[src/hw/rtl/lfu_pkg.sv]
// shared types and constants for the lfu cache table
package lfu_pkg;

	localparam int MAX_ENTRIES_DEF = 16;
	localparam int KEY_W = 32;
	localparam int VAL_W = 32;
	localparam int CNT_W = 32;
	localparam int STAMP_W = 64;
	localparam int CAP_W = 5;
	localparam logic [CAP_W-1:0] CAP_RESET = 5'd16;

	localparam logic OP_GET = 1'b0;
	localparam logic OP_PUT = 1'b1;

	typedef struct packed {
		logic operation;
		logic [KEY_W-1:0] lookup_key;
		logic signed [VAL_W-1:0] store_value;
	} req_t;

	typedef struct packed {
		logic key_found;
		logic signed [VAL_W-1:0] read_value;
		logic entry_evicted;
	} rsp_t;

	typedef struct packed {
		logic [KEY_W-1:0] key;
		logic [VAL_W-1:0] value;
		logic [CNT_W-1:0] count;
		logic [STAMP_W-1:0] stamp;
	} entry_t;

	typedef enum logic [1:0] {
		ST_IDLE,
		ST_SCAN,
		ST_DRAIN,
		ST_COMMIT
	} state_t;

	typedef struct packed {
		logic start;
		logic scan;
		logic commit;
	} cmd_t;

	typedef struct packed {
		logic cap_zero;
		logic scan_last;
		logic out_busy;
	} status_t;

endpackage

[src/hw/rtl/lfu_ram.sv]
// generic single write port ram with registered read
module lfu_ram #(
	parameter int WIDTH = 8,
	parameter int DEPTH = 16,
	localparam int AW = (DEPTH > 1) ? $clog2(DEPTH) : 1
) (
	input  logic clk,
	input  logic we,
	input  logic [AW-1:0] waddr,
	input  logic [WIDTH-1:0] wdata,
	input  logic re,
	input  logic [AW-1:0] raddr,
	output logic [WIDTH-1:0] rdata
);

	logic [WIDTH-1:0] mem_q [DEPTH];

	always_ff @(posedge clk) begin
		if (we) begin
			mem_q[waddr] <= wdata;
		end
	end

	always_ff @(posedge clk) begin
		if (re) begin
			rdata <= mem_q[raddr];
		end
	end

endmodule

[src/hw/rtl/lfu_ctrl.sv]
// request sequencer: accept, scan, drain, commit
module lfu_ctrl import lfu_pkg::*; (
	input  logic clk,
	input  logic arst_n,
	input  logic req_valid,
	output logic req_stall,
	input  status_t sts,
	output cmd_t cmd
);

	state_t state_q, state_d;

	always_ff @(posedge clk or negedge arst_n) begin
		if (!arst_n) begin
			state_q <= ST_IDLE;
		end else begin
			state_q <= state_d;
		end
	end

	always_comb begin
		state_d = state_q;
		unique case (state_q)
			ST_IDLE: begin
				if (req_valid) begin
					state_d = sts.cap_zero ? ST_COMMIT : ST_SCAN;
				end
			end
			ST_SCAN: begin
				if (sts.scan_last) begin
					state_d = ST_DRAIN;
				end
			end
			ST_DRAIN: begin
				state_d = ST_COMMIT;
			end
			ST_COMMIT: begin
				if (!sts.out_busy) begin
					state_d = ST_IDLE;
				end
			end
			default: begin
				state_d = ST_IDLE;
			end
		endcase
	end

	always_comb begin
		req_stall = (state_q != ST_IDLE);
		cmd.start = (state_q == ST_IDLE) && req_valid;
		cmd.scan = (state_q == ST_SCAN);
		cmd.commit = (state_q == ST_COMMIT) && !sts.out_busy;
	end

endmodule

[src/hw/rtl/lfu_dp.sv]
// datapath: entry store, scan for hit and victim, write-back and result register
module lfu_dp import lfu_pkg::*; #(
	parameter int MAX_ENTRIES = MAX_ENTRIES_DEF
) (
	input  logic clk,
	input  logic arst_n,
	input  logic cfg_wr_en,
	input  logic [CAP_W-1:0] cfg_wr_data,
	input  req_t req,
	input  cmd_t cmd,
	output status_t sts,
	output logic rsp_valid,
	input  logic rsp_stall,
	output rsp_t rsp
);

	localparam int IW = (MAX_ENTRIES > 1) ? $clog2(MAX_ENTRIES) : 1;
	localparam int FW = $clog2(MAX_ENTRIES + 1);
	localparam int CW = (FW > CAP_W) ? FW : CAP_W;
	localparam logic [IW-1:0] LAST_IDX = IW'(MAX_ENTRIES - 1);
	localparam logic [FW-1:0] FILL_MAX = FW'(MAX_ENTRIES);

	logic [CAP_W-1:0] cap_q;
	req_t req_q;
	logic zero_q;
	logic [STAMP_W-1:0] stamp_q;
	logic [MAX_ENTRIES-1:0] valid_q;

	logic [IW-1:0] rd_idx_q;
	logic chk_s1;
	logic [IW-1:0] idx_s1;
	entry_t rd_entry;

	logic [FW-1:0] fill_q;
	logic hit_q;
	logic [IW-1:0] hit_idx_q;
	logic [VAL_W-1:0] hit_val_q;
	logic [CNT_W-1:0] hit_cnt_q;
	logic vic_found_q;
	logic [IW-1:0] vic_idx_q;
	logic [CNT_W-1:0] vic_cnt_q;
	logic [STAMP_W-1:0] vic_stamp_q;
	logic free_found_q;
	logic [IW-1:0] free_idx_q;

	logic rsp_valid_q;
	rsp_t rsp_q;

	logic full;
	logic is_put;
	logic do_update;
	logic do_insert;
	logic wr_en;
	logic [IW-1:0] wr_idx;
	entry_t wr_entry;
	logic better;

	assign sts.cap_zero = (cap_q == '0);
	assign sts.scan_last = (rd_idx_q == LAST_IDX);
	assign sts.out_busy = rsp_valid_q && rsp_stall;

	lfu_ram #(
		.WIDTH($bits(entry_t)),
		.DEPTH(MAX_ENTRIES)
	) u_store (
		.clk(clk),
		.we(wr_en),
		.waddr(wr_idx),
		.wdata(wr_entry),
		.re(cmd.scan),
		.raddr(rd_idx_q),
		.rdata(rd_entry)
	);

	// capacity above the store size behaves as the store size
	assign full = (CW'(fill_q) >= CW'(cap_q)) || (fill_q == FILL_MAX);
	assign is_put = (req_q.operation == OP_PUT);
	assign do_update = !zero_q && hit_q;
	assign do_insert = !zero_q && !hit_q && is_put &&
		((full && vic_found_q) || (!full && free_found_q));

	always_comb begin
		wr_en = cmd.commit && (do_update || do_insert);
		wr_idx = hit_idx_q;
		wr_entry.key = req_q.lookup_key;
		wr_entry.value = req_q.store_value;
		wr_entry.count = CNT_W'(1);
		wr_entry.stamp = stamp_q;
		if (hit_q) begin
			wr_idx = hit_idx_q;
			wr_entry.value = is_put ? req_q.store_value : hit_val_q;
			wr_entry.count = (hit_cnt_q == '1) ? hit_cnt_q : hit_cnt_q + CNT_W'(1);
		end else if (full) begin
			wr_idx = vic_idx_q;
		end else begin
			wr_idx = free_idx_q;
		end
	end

	// strict compare keeps the lowest index on a tie
	assign better = !vic_found_q || (rd_entry.count < vic_cnt_q) ||
		((rd_entry.count == vic_cnt_q) && (rd_entry.stamp < vic_stamp_q));

	always_ff @(posedge clk or negedge arst_n) begin
		if (!arst_n) begin
			cap_q <= CAP_RESET;
		end else if (cfg_wr_en) begin
			cap_q <= cfg_wr_data;
		end
	end

	always_ff @(posedge clk) begin
		if (cmd.start) begin
			req_q <= req;
		end
	end

	always_ff @(posedge clk or negedge arst_n) begin
		if (!arst_n) begin
			zero_q <= 1'b0;
			rd_idx_q <= '0;
			chk_s1 <= 1'b0;
			idx_s1 <= '0;
		end else begin
			chk_s1 <= cmd.scan;
			idx_s1 <= rd_idx_q;
			if (cmd.start) begin
				zero_q <= sts.cap_zero;
				rd_idx_q <= '0;
			end else if (cmd.scan) begin
				rd_idx_q <= rd_idx_q + IW'(1);
			end
		end
	end

	always_ff @(posedge clk or negedge arst_n) begin
		if (!arst_n) begin
			fill_q <= '0;
			hit_q <= 1'b0;
			vic_found_q <= 1'b0;
			free_found_q <= 1'b0;
		end else if (cmd.start) begin
			fill_q <= '0;
			hit_q <= 1'b0;
			vic_found_q <= 1'b0;
			free_found_q <= 1'b0;
		end else if (chk_s1) begin
			if (valid_q[idx_s1]) begin
				fill_q <= fill_q + FW'(1);
				if (!hit_q && (rd_entry.key == req_q.lookup_key)) begin
					hit_q <= 1'b1;
				end
				if (better) begin
					vic_found_q <= 1'b1;
				end
			end else if (!free_found_q) begin
				free_found_q <= 1'b1;
			end
		end
	end

	always_ff @(posedge clk) begin
		if (chk_s1) begin
			if (valid_q[idx_s1]) begin
				if (!hit_q && (rd_entry.key == req_q.lookup_key)) begin
					hit_idx_q <= idx_s1;
					hit_val_q <= rd_entry.value;
					hit_cnt_q <= rd_entry.count;
				end
				if (better) begin
					vic_idx_q <= idx_s1;
					vic_cnt_q <= rd_entry.count;
					vic_stamp_q <= rd_entry.stamp;
				end
			end else if (!free_found_q) begin
				free_idx_q <= idx_s1;
			end
		end
	end

	// an evicted slot is refilled at once, so its valid bit stays set
	always_ff @(posedge clk or negedge arst_n) begin
		if (!arst_n) begin
			valid_q <= '0;
			stamp_q <= '0;
		end else if (cmd.commit && !zero_q) begin
			stamp_q <= stamp_q + STAMP_W'(1);
			if (do_insert) begin
				valid_q[wr_idx] <= 1'b1;
			end
		end
	end

	always_ff @(posedge clk or negedge arst_n) begin
		if (!arst_n) begin
			rsp_valid_q <= 1'b0;
		end else if (cmd.commit) begin
			rsp_valid_q <= 1'b1;
		end else if (!rsp_stall) begin
			rsp_valid_q <= 1'b0;
		end
	end

	always_ff @(posedge clk) begin
		if (cmd.commit) begin
			rsp_q.key_found <= do_update;
			rsp_q.read_value <= (do_update && !is_put) ? hit_val_q : '0;
			rsp_q.entry_evicted <= do_insert && full;
		end
	end

	assign rsp_valid = rsp_valid_q;
	assign rsp = rsp_q;

endmodule

[src/hw/rtl/lfu_cache_table.sv]
// lfu cache table top level: key-value cache with least-frequently-used replacement
//
// requests come in on req/req_valid and are taken when req_stall is low; each request
// is a get or a put. one response per request leaves on rsp/rsp_valid and is taken
// when rsp_stall is low. the user must write cache_capacity through cfg_wr_en/cfg_wr_data
// while no request is in flight (the block does not enforce it); zero disables the cache.
//
// every request with nonzero capacity sweeps the entry ram once, one entry per cycle
// through its read port, looking for the key and for the entry with the smallest
// (count, stamp). the sequence is accept, scan, drain, commit, and the next request
// is taken only once the previous one has committed; with zero capacity the block
// goes from accept straight to commit.
//
// the response sits in an output register; while it is stalled the block holds
// the next request's write-back and response until the register frees up.
// reset empties the cache, clears the use stamp and sets the capacity to 16;
// there is no clearing pass, the valid bits are flip-flops.
module lfu_cache_table import lfu_pkg::*; #(
	parameter int MAX_ENTRIES = MAX_ENTRIES_DEF
) (
	input  logic clk,
	input  logic arst_n,
	input  logic cfg_wr_en,
	input  logic [CAP_W-1:0] cfg_wr_data,
	input  logic req_valid,
	output logic req_stall,
	input  req_t req,
	output logic rsp_valid,
	input  logic rsp_stall,
	output rsp_t rsp
);

	cmd_t cmd;
	status_t sts;

	lfu_ctrl u_ctrl (
		.clk(clk),
		.arst_n(arst_n),
		.req_valid(req_valid),
		.req_stall(req_stall),
		.sts(sts),
		.cmd(cmd)
	);

	lfu_dp #(
		.MAX_ENTRIES(MAX_ENTRIES)
	) u_dp (
		.clk(clk),
		.arst_n(arst_n),
		.cfg_wr_en(cfg_wr_en),
		.cfg_wr_data(cfg_wr_data),
		.req(req),
		.cmd(cmd),
		.sts(sts),
		.rsp_valid(rsp_valid),
		.rsp_stall(rsp_stall),
		.rsp(rsp)
	);

endmodule
[config.mk]
export PLATFORM = sky130hd
export DESIGN_NAME = lfu_cache_table
export DESIGN_NICKNAME = d
export VERILOG_FILES = /design/src/hw/rtl/lfu_pkg.sv /design/src/hw/rtl/lfu_ram.sv /design/src/hw/rtl/lfu_ctrl.sv /design/src/hw/rtl/lfu_dp.sv /design/src/hw/rtl/lfu_cache_table.sv
export SDC_FILE = /design/constraint.sdc
export NUM_CORES = 2
export LEC_CHECK = 0
export BUFFER_PORTS_ARGS = -buffer_cell sky130_fd_sc_hd__buf_2
export CAP_MARGIN = 20
export CORE_ASPECT_RATIO = 0.7
export CORE_MARGIN = 4
export CORE_UTILIZATION = 40
export DETAILED_ROUTE_END_ITERATION = 12
export GPL_TIMING_DRIVEN = 0
export SLEW_MARGIN = 20
export SYNTH_ARGS = -nofsm -noshare
export SYNTH_HDL_FRONTEND = slang
export SYNTH_SLANG_ARGS = --single-unit
[constraint.sdc]
create_clock -name clk -period 22.6 [get_ports clk]
set_clock_uncertainty 0.15 [all_clocks]
set_input_delay 4.52 -clock clk [delete_from_list [all_inputs] [get_ports clk]]
set_output_delay 4.52 -clock clk [all_outputs]
set_load 0.01 [all_outputs]
==> metrics <==
outcome completed; clk buf depth 4; clk_lat worst skew approximately 870 ps; Fmax 0.1238 GHz; most common cell after layout, fill and taps aside edfxtp_1; crit path time final a little over 8000 ps; initial antenna violation count 17; crit path cell chain buf_2 > a21bo_2 > clkbuf_1 > clkbuf_1 > nor4_2 > buf_2 > buf_4 > buf_4 > buf_4 > buf_4 > buf_2 > buf_4 > buf_2 > buf_4 > buf_4; Synth top area share 0.7610; routability cong. about 0.77; filler instances roughly 24000; Crit Path Max Fanout 10; die area a little over 300000 um2; Layout area overhead 16.54%; Sink Count approximately 3100; Worst path slowest cell nor4_2; top cells by area, synth edfxtp_1 76%, mux4_2 15%, dfrtp_1 2.2%; via count a little under 60000; r2r setup slk around 17000 ps; P per Cell Area around 110 nW/um2; sequential standard cell area approximately 90000 um2; synth unique cells 69; global-route wire length before repair 431900 um; Synth Warn # 0; vias per cell 5.597; drt drc 0; wire length per cell between 20 and 30 um; crit end category flop; leakage power 45.33 nW; Total Power 14.57 mW; Setup Viol. Count Final 0; Final Net Count ~6400; most frequent CP cell buf_4; required time of the critical path ~23000 ps; final WL 299700 um; VDD IR max about 0.000083 V; Net Count, Synth between 5000 and 6000; Die X-Extent 657.2 um; I/O Buffers about 110; Rel. slew slack 0.2148; initial DRC count approximately 7500; Fin Setup TNS 0 ps; asr flop ratio synth 0.03423; Syn Inst Count 5060; Final period util 0.3575; EDFF count, synth between 2000 and 3000; Worst-path clk slew 60 ps; register area share after synthesis 0.7835; Slowest Stage Delay on Critical Path between 800 and 900 ps; most frequent cells in the layout 2991 x edfxtp_1, 805 x mux4_2, 635 x buf_2, 293 x clkbuf_16, 251 x buf_4; cts hold-fix bufs 0; # Post-CTS Setup Buffers 0; multi-input logic area 24390 um2; vias in the first global route ~58000; fraction of layout cells with a size suffix above 1 0.3505; ys flop type edfxtp_1; total global-route track usage 0.1951; htree depth 5; RSZ-0062 raised after global routing false; Tightest Pin Transition ~1200 ps; core region area 293100 um2; syn avg cell area 23.33 um2; TritonRoute pass-1 iters 5; # rows between 150 and 200; worst path arrival time about 8500 ps; DP HPWL between 200000 and 250000 um; max_cap viols 0; Fin. Hold Viols 0; count of antenna-violating nets left after detailed routing 0; Clock Root Buffer clkbuf_16; class of the worst hold path reg2reg; largest net degree at the start of global routing 63; startpoint types primary input; GRT overflow 0; Num CTS Buffers around 290; post-cts sizing count 0; Crit Path Category in2reg; register bit total from synthesis between 3000 and 4000; chip height between 400 and 500 um; I/O pins about 110; CTS tree yes; area leader, netlist edfxtp_1; Initial Utilization 0.4027; synthesized area ~120000 um2; Slew Limit Fails 0
-- synth_stat cells (all sizes together), types with 6 or more instances --
cell type,count
edfxtp,2991
mux4,805
clkbuf,148
inv,138
ha,110
dfrtp,105
xnor2,76
nor2,71
nand2,70
buf,61
nand4,53
a21oi,52
xor2,50
nand3,48
and2,37
mux2,35
nor4,29
nor3,20
o21ai,20
o31ai,17
a21o,15
and3,12
and4,11
nand2b,10
o211ai,10
a211oi,6
mux2i,6
-- final timing paths --
kind                                                        to                    startpoint  cells past startpoint
min                                   u_dp.idx_s1[2]$_DFF_PN0_  u_dp.rd_idx_q[2]$_DFFE_PN0P_                      0
min reg2reg                           u_dp.idx_s1[2]$_DFF_PN0_  u_dp.rd_idx_q[2]$_DFFE_PN0P_                      0
min in group asynchronous         u_dp.stamp_q[26]$_DFFE_PN0P_                        arst_n                      1
max reg2reg                u_dp.u_store.mem_q[6][45]$_DFFE_PP_     u_dp.cap_q[2]$_DFFE_PN0P_                     19
max in group asynchronous         u_dp.valid_q[10]$_DFFE_PN0P_                        arst_n                      2
max                        u_dp.u_store.mem_q[6][45]$_DFFE_PP_                     rsp_stall                     15
-- metal layers --
| metal | GRT usage | wire, um | up-vias | part of all wire |
|---|---|---|---|---|
| met4 | 0.04104 | 6308 | 4 | 0.021 |
| li1 | - | - | 23660 | - |
| met5 | 0 | 23 | - | 0.000077 |
| met3 | 0.04245 | 27750 | 422 | 0.093 |
| met1 | 0.2993 | 131500 | 31360 | 0.44 |
| met2 | 0.2877 | 134100 | 2690 | 0.45 |
-- power breakdown --
| group | switching [mW] | internal, mW |
|---|---|---|
| Clock | 2.08 | 2.58 |
| Sequential | 0.196 | 6.72 |
| Combinational | 1.71 | 1.29 |
| Total | 3.99 | 10.6 |
-- metrics by stage --
step | instances | instance area (um2) | worst slack [ps] | hold slack (ps) | util
after floorplan | 5060 | 118000 | 1108 | 201.9 | -
after global placement | 9117 | 123500 | -23790 | 219.7 | 0.4214
after detailed placement | 9875 | 128700 | 13700 | 217.4 | 0.4390
after CTS | 10380 | 137500 | 14580 | 232.0 | 0.4691
after global routing | 10380 | 137500 | 14410 | 237.4 | 0.4693
final | 10390 | 137500 | 14520 | 229.9 | 0.4693
-- logic make-up (layout without fill, tap and decap cells) --
family,Yosys count,in the layout,share of synthesized area
AO/OA/AOI/OAI,149,149,0.008258
buffers and inverters,348,1722,0.01161
XOR/XNOR,126,126,0.009350
adder cells (fa/ha/maj),110,110,0.01166
multiplexers,846,846,0.1575
flip-flops,3097,3097,0.7835
other,0,4,0
AND/OR/NAND/NOR,384,384,0.01819
-- final cells by class --
class | count | share of cell area
multi-input combinational | 1615 | 0.1773
antenna | 4 | 0.00007277
inverter | 139 | 0.003793
sequential | 3097 | 0.6723
clock inverter | 125 | 0.007350
timing repair buffer | 869 | 0.03995
tap | 3948 | 0.03591
buffer | 209 | 0.006668
clock buffer | 380 | 0.05663
-- sequential cells by signal (all words and copies together) (netlist names), 5 cells and up --
signal and flops:
u_dp.rsp 34, u_dp.hit_val_q 32, u_dp.u_store.mem_q 2560, u_dp.cap_q 5, u_dp.fill_q 5, u_dp.req_q 64, u_dp.vic_cnt_q 32, u_dp.u_store.rdata 160
u_dp.hit_cnt_q 32, u_dp.stamp_q 64, u_dp.vic_stamp_q 64, u_dp.valid_q 16
-- worst max-delay path, delay by kind of cell --
family                 cells  cell delay (ps)
buffers and inverters     13             2890
AND/OR/NAND/NOR            1              830
AO/OA/AOI/OAI              1              230
(Power assumes the default switching activity.)
